File: config.mk
export PLATFORM = sky130hd
export DESIGN_NAME = double_ended_queue
export DESIGN_NICKNAME = d
export VERILOG_FILES = /design/src/rtl/deq_pkg.sv /design/src/rtl/deq_cell.sv /design/src/rtl/double_ended_queue.sv
export SDC_FILE = /design/constraint.sdc
export NUM_CORES = 1
export LEC_CHECK = 0
export ABC_AREA = 0
export BUFFER_PORTS_ARGS = -buffer_cell sky130_fd_sc_hd__buf_2
export CAP_MARGIN = 10
export CORE_ASPECT_RATIO = 1.25
export CORE_MARGIN = 1
export CORE_UTILIZATION = 35
export DETAILED_ROUTE_END_ITERATION = 12
export PLACE_DENSITY = 0.53
export SLEW_MARGIN = 10
export SYNTH_ARGS = -nofsm -noshare
export SYNTH_HDL_FRONTEND = slang
export SYNTH_HIERARCHICAL = 1
export SYNTH_SLANG_ARGS = --single-unit
File: constraint.sdc
create_clock -name clk -period 8.1 [get_ports clk]
set_clock_uncertainty 0.15 [all_clocks]
set_input_delay 0.405 -clock clk [delete_from_list [all_inputs] [get_ports clk]]
set_output_delay 0.405 -clock clk [all_outputs]
set_load 0.03 [all_outputs]
File: src/rtl/deq_pkg.sv
// Shared types and constants for the double-ended queue.
// No dependencies; imported by deq_cell and double_ended_queue.
`default_nettype none

package deq_pkg;

    localparam int DEPTH_DEF      = 16;
    localparam int DATA_WIDTH_DEF = 32;
    localparam int CMD_W          = 3;
    localparam int STATUS_W       = 2;

    localparam logic [CMD_W-1:0] CMD_PUSH_FRONT = 3'd0;
    localparam logic [CMD_W-1:0] CMD_PUSH_BACK  = 3'd1;
    localparam logic [CMD_W-1:0] CMD_POP_FRONT  = 3'd2;
    localparam logic [CMD_W-1:0] CMD_POP_BACK   = 3'd3;
    localparam logic [CMD_W-1:0] CMD_QUERY      = 3'd4;

    typedef enum logic [STATUS_W-1:0] {
        ST_OK    = 2'd0,
        ST_EMPTY = 2'd1,
        ST_FULL  = 2'd2
    } status_t;

    // Qualified operations broadcast to every cell; at most one is set.
    typedef struct packed {
        logic push_front;
        logic push_back;
        logic pop_front;
        logic pop_back;
    } deq_ctl_t;

endpackage

`default_nettype wire

File: src/rtl/deq_cell.sv
// One slot of the queue: a front-ordered word, a back-ordered word and an
// occupancy bit, shifted to or from its neighbors. Depends on deq_pkg.
`default_nettype none

module deq_cell
    import deq_pkg::*;
#(
    parameter int DATA_WIDTH = DATA_WIDTH_DEF
) (
    input  wire logic                         clk,
    input  wire logic                         rst_n,
    input  wire deq_ctl_t                     ctl,
    input  wire logic signed [DATA_WIDTH-1:0] push_value,
    input  wire logic signed [DATA_WIDTH-1:0] a_left,
    input  wire logic signed [DATA_WIDTH-1:0] a_right,
    input  wire logic signed [DATA_WIDTH-1:0] b_left,
    input  wire logic signed [DATA_WIDTH-1:0] b_right,
    input  wire logic                         occ_left,
    input  wire logic                         occ_right,
    output logic signed [DATA_WIDTH-1:0]      a,
    output logic signed [DATA_WIDTH-1:0]      b,
    output logic                              occ
);

    logic signed [DATA_WIDTH-1:0] a_reg, a_next;
    logic signed [DATA_WIDTH-1:0] b_reg, b_next;
    logic                         occ_reg, occ_next;
    logic                         tail;

    // first free slot: the far end of each chain's opposite-side insert
    assign tail = !occ_reg && occ_left;

    always_comb
    begin
        a_next   = a_reg;
        b_next   = b_reg;
        occ_next = occ_reg;
        if (ctl.push_front)
        begin
            a_next   = a_left;
            occ_next = occ_left;
            if (tail)
            begin
                b_next = push_value;
            end
        end
        else if (ctl.push_back)
        begin
            b_next   = b_left;
            occ_next = occ_left;
            if (tail)
            begin
                a_next = push_value;
            end
        end
        else if (ctl.pop_front)
        begin
            a_next   = a_right;
            occ_next = occ_right;
        end
        else if (ctl.pop_back)
        begin
            b_next   = b_right;
            occ_next = occ_right;
        end
    end

    always_ff @(posedge clk or negedge rst_n)
    begin
        if (!rst_n)
        begin
            occ_reg <= 1'b0;
        end
        else
        begin
            occ_reg <= occ_next;
        end
    end

    always_ff @(posedge clk)
    begin
        a_reg <= a_next;
        b_reg <= b_next;
    end

    assign a   = a_reg;
    assign b   = b_reg;
    assign occ = occ_reg;

endmodule

`default_nettype wire

File: src/rtl/double_ended_queue.sv
// Top level of the double-ended queue: command decode, a row of deq_cell
// slots and the registered result. Depends on deq_pkg and deq_cell.
//
//   channel | signals                                  | direction
//   --------+------------------------------------------+----------
//   in      | in_valid, in_stall, command, push_value  | request in
//   out     | out_valid, out_stall, popped_value,      | result out
//           | status, count, is_empty, front_value,    |
//           | back_value                               |
//
// One request per cycle while in_stall is low; its result is registered and shows the next cycle.
// All DEPTH cells shift together, so the rate is set by the cell row update.
// Reset clears occupancy, count and out_valid; stored words stay undefined.
// A held result (out_valid with out_stall) raises in_stall.
`default_nettype none

module double_ended_queue
    import deq_pkg::*;
#(
    parameter int DEPTH      = DEPTH_DEF,
    parameter int DATA_WIDTH = DATA_WIDTH_DEF,
    parameter int CW         = $clog2(DEPTH + 1)
) (
    input  wire logic                         clk,
    input  wire logic                         rst_n,
    input  wire logic                         in_valid,
    output logic                              in_stall,
    input  wire logic [CMD_W-1:0]             command,
    input  wire logic signed [DATA_WIDTH-1:0] push_value,
    output logic                              out_valid,
    input  wire logic                         out_stall,
    output logic signed [DATA_WIDTH-1:0]      popped_value,
    output logic [STATUS_W-1:0]               status,
    output logic [CW-1:0]                     count,
    output logic                              is_empty,
    output logic signed [DATA_WIDTH-1:0]      front_value,
    output logic signed [DATA_WIDTH-1:0]      back_value
);

    logic signed [DATA_WIDTH-1:0] a_w [DEPTH];
    logic signed [DATA_WIDTH-1:0] b_w [DEPTH];
    logic [DEPTH-1:0]             occ_w;

    logic                         accept;
    logic                         full, empty;
    logic                         want_pf, want_pb, want_of, want_ob;
    deq_ctl_t                     ctl;
    status_t                      status_next;

    logic [CW-1:0]                count_reg, count_next;
    logic                         out_valid_reg, out_valid_next;
    logic signed [DATA_WIDTH-1:0] popped_reg, popped_next;
    logic signed [DATA_WIDTH-1:0] front_reg, front_next, front_raw;
    logic signed [DATA_WIDTH-1:0] back_reg, back_next, back_raw;
    status_t                      status_reg;
    logic [CW-1:0]                count_out_reg;
    logic                         empty_reg;

    assign in_stall = out_valid_reg && out_stall;
    assign accept   = in_valid && !in_stall;
    assign full     = occ_w[DEPTH-1];
    assign empty    = !occ_w[0];

    always_comb
    begin
        want_pf = 1'b0;
        want_pb = 1'b0;
        want_of = 1'b0;
        want_ob = 1'b0;
        unique case (command)
            CMD_PUSH_FRONT: want_pf = 1'b1;
            CMD_PUSH_BACK:  want_pb = 1'b1;
            CMD_POP_FRONT:  want_of = 1'b1;
            CMD_POP_BACK:   want_ob = 1'b1;
            default:        ;
        endcase
    end

    assign ctl.push_front = accept && want_pf && !full;
    assign ctl.push_back  = accept && want_pb && !full;
    assign ctl.pop_front  = accept && want_of && !empty;
    assign ctl.pop_back   = accept && want_ob && !empty;

    always_comb
    begin
        status_next = ST_OK;
        if ((want_pf || want_pb) && full)
        begin
            status_next = ST_FULL;
        end
        else if ((want_of || want_ob) && empty)
        begin
            status_next = ST_EMPTY;
        end
    end

    always_comb
    begin
        count_next = count_reg;
        if (ctl.push_front || ctl.push_back)
        begin
            count_next = count_reg + CW'(1);
        end
        else if (ctl.pop_front || ctl.pop_back)
        begin
            count_next = count_reg - CW'(1);
        end
    end

    // cell 0 of chain a is the front, cell 0 of chain b the back
    always_comb
    begin
        popped_next = '0;
        front_raw   = a_w[0];
        back_raw    = b_w[0];
        if (ctl.push_front)
        begin
            front_raw = push_value;
            if (empty)
            begin
                back_raw = push_value;
            end
        end
        else if (ctl.push_back)
        begin
            back_raw = push_value;
            if (empty)
            begin
                front_raw = push_value;
            end
        end
        else if (ctl.pop_front)
        begin
            popped_next = a_w[0];
            front_raw   = a_w[1];
        end
        else if (ctl.pop_back)
        begin
            popped_next = b_w[0];
            back_raw    = b_w[1];
        end
        front_next = (count_next == '0) ? '0 : front_raw;
        back_next  = (count_next == '0) ? '0 : back_raw;
    end

    genvar i;
    generate
        for (i = 0; i < DEPTH; i++)
        begin : g_cell
            logic signed [DATA_WIDTH-1:0] a_left, a_right, b_left, b_right;
            logic                         occ_left, occ_right;

            if (i == 0)
            begin : g_first
                assign a_left   = push_value;
                assign b_left   = push_value;
                assign occ_left = 1'b1;
            end
            else
            begin : g_mid_l
                assign a_left   = a_w[i-1];
                assign b_left   = b_w[i-1];
                assign occ_left = occ_w[i-1];
            end

            if (i == DEPTH - 1)
            begin : g_last
                assign a_right   = '0;
                assign b_right   = '0;
                assign occ_right = 1'b0;
            end
            else
            begin : g_mid_r
                assign a_right   = a_w[i+1];
                assign b_right   = b_w[i+1];
                assign occ_right = occ_w[i+1];
            end

            deq_cell #(
                .DATA_WIDTH (DATA_WIDTH)
            ) u_cell (
                .clk        (clk),
                .rst_n      (rst_n),
                .ctl        (ctl),
                .push_value (push_value),
                .a_left     (a_left),
                .a_right    (a_right),
                .b_left     (b_left),
                .b_right    (b_right),
                .occ_left   (occ_left),
                .occ_right  (occ_right),
                .a          (a_w[i]),
                .b          (b_w[i]),
                .occ        (occ_w[i])
            );
        end
    endgenerate

    always_comb
    begin
        out_valid_next = out_valid_reg && out_stall;
        if (accept)
        begin
            out_valid_next = 1'b1;
        end
    end

    always_ff @(posedge clk or negedge rst_n)
    begin
        if (!rst_n)
        begin
            count_reg     <= '0;
            out_valid_reg <= 1'b0;
        end
        else
        begin
            count_reg     <= count_next;
            out_valid_reg <= out_valid_next;
        end
    end

    always_ff @(posedge clk)
    begin
        if (accept)
        begin
            popped_reg    <= popped_next;
            status_reg    <= status_next;
            count_out_reg <= count_next;
            empty_reg     <= (count_next == '0);
            front_reg     <= front_next;
            back_reg      <= back_next;
        end
    end

    assign out_valid    = out_valid_reg;
    assign popped_value = popped_reg;
    assign status       = status_reg;
    assign count        = count_out_reg;
    assign is_empty     = empty_reg;
    assign front_value  = front_reg;
    assign back_value   = back_reg;

    a_count_matches_cells: assert property (
        @(posedge clk) disable iff (!rst_n)
        $countones(occ_w) == 32'(count_reg))
        else $error("count register disagrees with cell occupancy");

    a_single_front_back: assert property (
        @(posedge clk) disable iff (!rst_n)
        out_valid && count == CW'(1) |-> front_value == back_value)
        else $error("front and back chains disagree on single element");

    a_full_status: assert property (
        @(posedge clk) disable iff (!rst_n)
        out_valid && status == ST_FULL |-> count == CW'(DEPTH))
        else $error("full status with queue not full");

    a_empty_status: assert property (
        @(posedge clk) disable iff (!rst_n)
        out_valid && status == ST_EMPTY |-> is_empty && popped_value == '0)
        else $error("empty status with stored elements");

endmodule

`default_nettype wire

==> flow_summary_export.csv, run 1 <==
group,metric,value,unit
clock_tree,cts_resized,0,
clock_tree,cts_buffer_depth,3,
layout,fill_cells,16387,
clock_tree,clkSinkCount,1150,
yosys,yosys_register_bits,1150,
clock_tree,cts_tree,"built",
power_and_ir_drop,power_frac_clock,0.379,
timing,hold_violations,0,
yosys,synthCells,5175,
layout,register_area,34420,µm²
clock_tree,ctsHoldBuffers,7,
layout,syn_to_final_growth,9.719,%
route,wl_per_cell,21.26,µm
yosys,synth_top_family_by_area,"multiplexers",
floorplanning,rows,169,
yosys,ys_seq_area_frac,0.5737,
layout,nets,5238,
critical_path,ff2ff_path_depth,8,
timing,rsz0062_at_grt,"false",
critical_path,crit_arrival,4.99,ns
yosys,synthArstFlopShare,0.01913,
critical_path,crit_path_start_kind,"register",
critical_path,path_max_fanout,157,
yosys,synthSimpleGateAreaFrac,0.08044,
yosys,synth_cell_types,43,
yosys,syn_area,60010,µm²
timing,finalCritPeriodShare,0.5813,
placement,port_buffers,144,
flow_run,drv_cap,0,
placement,post-place-ws,3.394,ns
route,drt_iter0_drc,4242,
floorplanning,die_w,372.3,µm
timing,setup_viol,0,
power_and_ir_drop,p_sw_frac,0.2656,
clock_tree,cts_max_level,3,
yosys,yosys_warnings,6,
power_and_ir_drop,p_switching,0.003923,W
global_route,antenna_found_initial,2,
power_and_ir_drop,static-leakage-power,18.76,nW
critical_path,crit_start,"g_cell[15].u_cell/occ",
yosys,synth_compound_area_frac,0.1133,
yosys,ys.flop_type,"edfxtp_1",
power_and_ir_drop,ir_drop,0.0001711,V
critical_path,endpoint_kind,"register",
timing,setup_tns,0,ns
route,ant_nets,0,
power_and_ir_drop,p_total,0.01477,W
route,drc_errors,0,
critical_path,cp.required,8.38,ns
timing,tightest_slew,1.208,ns
placement,dpl.hpwl,97260,µm
floorplanning,initial_utilization,0.3530,
global_route,grt_max_degree,244,
yosys,muxShareOfSynthArea,0.1788,
timing,fmax,212.4,MHz
layout,post-route-util,0.3873,
min_path,hold_path.class,"input pin to asynchronous set/reset pin",
status,outcome,"completed",
yosys,synth-xor-area-share,0.0002919,
yosys,synth-edff-count,1128,
route,drtPass1Iterations,6,
timing,setup_slack,3.392,ns
timing,maxSlewHeadroom,0.1946,
route,vias,39421,
yosys,synthAdderAreaFrac,0.0004170,
clock_tree,clk_pin_slew,0.07,ns
yosys,synth_area_per_cell,11.60,µm²
floorplanning,die_h,464.9,µm
critical_path,crit_type,"register to register",
clock_tree,numCtsBuffers,119,
critical_path,r2r-start,"g_cell[15].u_cell/occ",
power_and_ir_drop,comb_power_share,0.121,
layout,layout-drive-gt1-share,0.08458,
power_and_ir_drop,seq_power_share,0.500,
floorplanning,coreArea,170000,µm²
power_and_ir_drop,intPower,0.01085,W
clock_tree,cts_root_buf,"clkbuf_16",
global_route,grt_pass1_wl,241900,µm
clock_tree,clk_latency,0.73,ns
timing,period_needed,4.708,ns
placement,gp_congestion,0.8155,
timing,drv_slew,0,
global_route,gr-total-overflow,0,
clock_tree,post_cts_buffers,0,
route,routed_wl,159900,µm
global_route,grt_use_total,0.1807,
layout,multi_input_area,22890,µm²
route,vias_per_cell,5.241,
global_route,grt_pass1_vias,36821,
floorplanning,die-area,173100,µm²
power_and_ir_drop,power_density,224.4,nW/µm²
floorplanning,io_pins,145,
==> metrics by stage <==
stage	hold WS, ns	std cells	instance area, µm²
final	0.06037	7521	65840
after global routing	0.1177	7521	65840
after CTS	0.02122	7520	65840
after detailed placement	0.2935	7292	61860
after global placement	0.2874	7292	61860
after floorplan	-0.04059	5241	60250
==> cells in the final DEF (no fill, tap or decap), drive strengths merged, types with 2 or more instances in the layout <==
master / instances
a211oi: 33
a21boi: 2
a21oi: 65
a311o: 16
and2: 5
buf: 237
bufinv: 15
clkbuf: 146
clkinv: 52
clkinvlp: 5
conb: 68
dfrtp: 22
dlygate4sd3: 7
edfxtp: 1128
ha: 2
inv: 41
mux2i: 1072
nand2: 1028
nand2b: 4
nand3: 19
nor2: 133
nor4: 4
o21ai: 1042
o221ai: 32
o22a: 32
o22ai: 32
o311ai: 2
or2: 4
or3: 38
or3b: 2
xnor2: 2
==> routing by layer <==
metal | wire length [µm] | vias up | share of wire | GRT usage
met2 | 66100 | 1271 | 0.41 | 0.2542
li1 | - | 19056 | - | -
met4 | 6309 | 2 | 0.039 | 0.07619
met3 | 8083 | 185 | 0.051 | 0.01586
met5 | 8 | - | 0.000050 | 0
met1 | 79380 | 18907 | 0.50 | 0.2806
==> layout make-up <==
class	count	share of cell area
timing repair buffer	244	0.02566
sequential	1150	0.5228
multi-input combinational	3644	0.3477
clock buffer	146	0.04774
tap	2223	0.04225
clock inverter	75	0.01157
antenna	1	0.00003801
inverter	38	0.002166
==> synth_stat cells, types with 39 or more instances <==
cell      count  share of area
buf_4        39         0.0049
mux2i_1    1072           0.18
o21ai_0     722          0.060
a21oi_1      65         0.0054
clkbuf_1    108         0.0068
edfxtp_1   1128           0.56
o21ai_1     320          0.027
nor2_1      133         0.0083
buf_6        49         0.0092
nand2_1    1028          0.064
buf_12       48          0.016
buf_2       161          0.013
==> power groups by stage <==
| stage | Sequential (W) | Combinational [W] | Clock, W |
|---|---|---|---|
| after detailed placement | 0.00751 | 0.00179 | 0 |
| after floorplan | 0.00750 | 0.00115 | 0 |
| final | 0.00738 | 0.00179 | 0.00560 |
| after CTS | 0.00738 | 0.00180 | 0.00577 |
| after global routing | 0.00742 | 0.00196 | 0.00597 |
| after global placement | 0.00750 | 0.00175 | 0 |
==> cells by family (layout without fill, tap and decap cells) <==
group,count (synthesis),in the layout
AOI/OAI and AO/OA,1261,1261
buffers and inverters,447,503
DFF,1150,1150
adders and majority gates,2,2
muxes,1072,1072
xor gates and xnor gates,2,2
and+or+nand+nor,1239,1239
other,2,69
==> final timing paths <==
path | end | slack [ns]
setup / recovery | g_cell[7].u_cell/b[9] | 3.39
hold / removal | g_cell[0].u_cell/occ | 0.06
min in group clk | g_cell[10].u_cell/b[14] | 0.23
hold reg to reg | g_cell[11].u_cell/a[11] | 0.41
max in group asynchronous | g_cell[13].u_cell/occ | 7.32
setup reg to reg | g_cell[7].u_cell/b[9] | 3.39
==> critical path, cell delays in order (launching register included) <==
cell and delay [ns]:
dfrtp_1 0.54, or2_1 0.34, or3_1 0.34, buf_4 0.30
nor2_4 0.58, buf_12 0.56, buf_12 0.80, mux2i_1 0.28
o21ai_0 0.10
Power figures use the tool's default switching activity.
==> run 2, diff against run 1 <==
--- a/config.mk
+++ b/config.mk
@@ -12,7 +12,7 @@
 export CORE_MARGIN = 1
 export CORE_UTILIZATION = 35
 export DETAILED_ROUTE_END_ITERATION = 12
-export PLACE_DENSITY = 0.53
+export PLACE_DENSITY = 0.54
 export SLEW_MARGIN = 10
 export SYNTH_ARGS = -nofsm -noshare
 export SYNTH_HDL_FRONTEND = slang
==> constraint.sdc (replaced) <==
create_clock -name clk -period 4 [get_ports clk]
set_clock_uncertainty 0.15 [all_clocks]
set_input_delay 0.2 -clock clk [delete_from_list [all_inputs] [get_ports clk]]
set_output_delay 0.2 -clock clk [all_outputs]
set_load 0.03 [all_outputs]
==> run 2 against run 1 <==
  * Combinational power up 110%
  * Cell area rose by 1.2%
  * Sequential power is 100% higher
  * Clock-buffer cell count grew 7
==> flow_summary_export.csv, run 2 (synthesis results as in run 1) <==
group,metric,value,unit
placement,dpl.hpwl,107300,µm
placement,port_buffers,144,
clock_tree,cts_tree,"built",
min_path,hold_path.class,"input pin to register",
critical_path,endpoint_kind,"register",
min_path,hold_depth,3,
power_and_ir_drop,ir_drop,0.0004018,V
clock_tree,clk_pin_slew,0.07,ns
layout,post-route-util,0.3920,
timing,maxSlewHeadroom,0.2203,
global_route,grt_pass1_wl,245100,µm
timing,drv_slew,0,
global_route,antenna_found_initial,16,
timing,finalCritPeriodShare,0.8952,
timing,period_needed,3.581,ns
floorplanning,die-area,173100,µm²
global_route,grt_max_degree,190,
route,drtPass1Iterations,5,
route,wl_per_cell,21.36,µm
layout,syn_to_final_growth,11.05,%
clock_tree,cts_max_level,3,
clock_tree,clk_latency,0.73,ns
clock_tree,cts_buffer_depth,3,
flow_run,drv_cap,0,
route,routed_wl,162200,µm
clock_tree,cts_root_buf,"clkbuf_16",
floorplanning,rows,169,
critical_path,reg2reg_slack,0.42,ns
critical_path,ff2ff_path_depth,8,
clock_tree,clkSinkCount,1150,
route,drc_errors,0,
global_route,grt_pass1_vias,36995,
floorplanning,die_h,464.9,µm
timing,hold_violations,0,
floorplanning,coreArea,170000,µm²
timing,tightest_slew,1.165,ns
critical_path,r2r-start,"g_cell[15].u_cell/occ",
floorplanning,die_w,372.3,µm
timing,fin_hold_ws,0.06995,ns
critical_path,crit_type,"register to register",
critical_path,cp.required,4.33,ns
timing,rsz0062_at_grt,"false",
global_route,gr-total-overflow,0,
global_route,grt_use_total,0.1836,
route,ant_nets,0,
critical_path,path_max_fanout,67,
critical_path,crit_path_start_kind,"register",
status,outcome,"completed",
power_and_ir_drop,power_density,444.8,nW/µm²
placement,gp_congestion,0.8109,
timing,setup_viol,0,
min_path,hold_end,"g_cell[15].u_cell/b[20]",
route,drt_iter0_drc,4134,
floorplanning,io_pins,145,
critical_path,r2r-end,"g_cell[0].u_cell/a[31]",
route,vias_per_cell,5.237,
layout,nets,5312,
critical_path,crit_arrival,3.91,ns
clock_tree,numCtsBuffers,116,
power_and_ir_drop,static-leakage-power,19.16,nW
timing,setup_tns,0,ns
layout,layout-drive-gt1-share,0.09506,
floorplanning,initial_utilization,0.3530,
timing,fmax,279.3,MHz
layout,layout_common_cells,"edfxtp_1 (1128), mux2i_1 (1072), nand2_1 (1028), o21ai_0 (706), o21ai_1 (320)",
layout,mostFrequentLayoutCell,"edfxtp_1",
route,vias,39756,
min_path,worstHoldStart,"push_value[20]",
[run 2: cell count changes in the layout (fill, tap and decap cells not counted), sizes merged, moves of 7 or more]
cell         delta
buf            +67
clkbuf          +7
clkinv         -10
dlygate4sd3    +10
[run 2: how the worst max path moves through the flow]
stage	start	endpoint	slack, ns	depth (start not counted)
final	g_cell[15].u_cell/occ	g_cell[0].u_cell/a[31]	0.42	8
after global routing	g_cell[15].u_cell/occ	g_cell[0].u_cell/a[31]	0.21	8
after CTS	g_cell[15].u_cell/occ	g_cell[0].u_cell/a[31]	0.37	8
after detailed placement	g_cell[15].u_cell/occ	g_cell[12].u_cell/b[17]	0.59	8
after global placement	g_cell[15].u_cell/occ	g_cell[15].u_cell/b[15]	0.62	8
after floorplan	out_valid	g_cell[0].u_cell/b[0]	0.12	10
[run 2: final cells by class]
class,instances,area (µm²)
Fill cell,16340,103400
Sequential cell,1150,34420
Multi-Input combinational cell,3644,22900
Clock buffer,153,3114
Tap cell,2223,2781
Timing Repair Buffer,321,2655
Clock inverter,59,608.1
Inverter,38,142.6
Antenna cell,4,10.01
[run 2: repair_timing]
item,in CTS,in global routing
setup buffers,0,0
hold buffers,18,0
resized for setup,0,0
hold endpoints to repair,118,0
[run 2: metal layers]
| layer | share of wire | up-vias | global-route usage |
|---|---|---|---|
| met5 | 0.00078 | - | 0 |
| li1 | - | 19181 | - |
| met1 | 0.50 | 19064 | 0.2882 |
| met3 | 0.059 | 204 | 0.02053 |
| met2 | 0.40 | 1287 | 0.2508 |
| met4 | 0.041 | 20 | 0.07842 |
[run 2: worst max-delay path: stages, from the launching register on]
cell and delay (ns):
dfrtp_1 0.49, or2_1 0.32, or3_1 0.48, nor2_4 0.24, buf_12 0.35, buf_12 0.40, mux2i_1 0.23, o21ai_0 0.09
dlygate4sd3_1 0.57
[run 2: power breakdown]
group	leakage [nW]	switching [W]	internal, W
Sequential	10.5	0.000590	0.0143
Clock	1.82	0.00473	0.00622
Combinational	6.81	0.00255	0.00120
[run 2: per-stage QoR]
step                cell area (µm²)  power (W)  cells  setup slack [ns]
finish                        66640    0.02964   7592            0.4192
global route                  66630    0.03080   7589            0.2073
CTS                           66630    0.02996   7588            0.3654
detailed placement            62710    0.01894   7358            0.5908
global placement              62710    0.01882   7358            0.6234
floorplan                     60470    0.01749   5241            0.1240
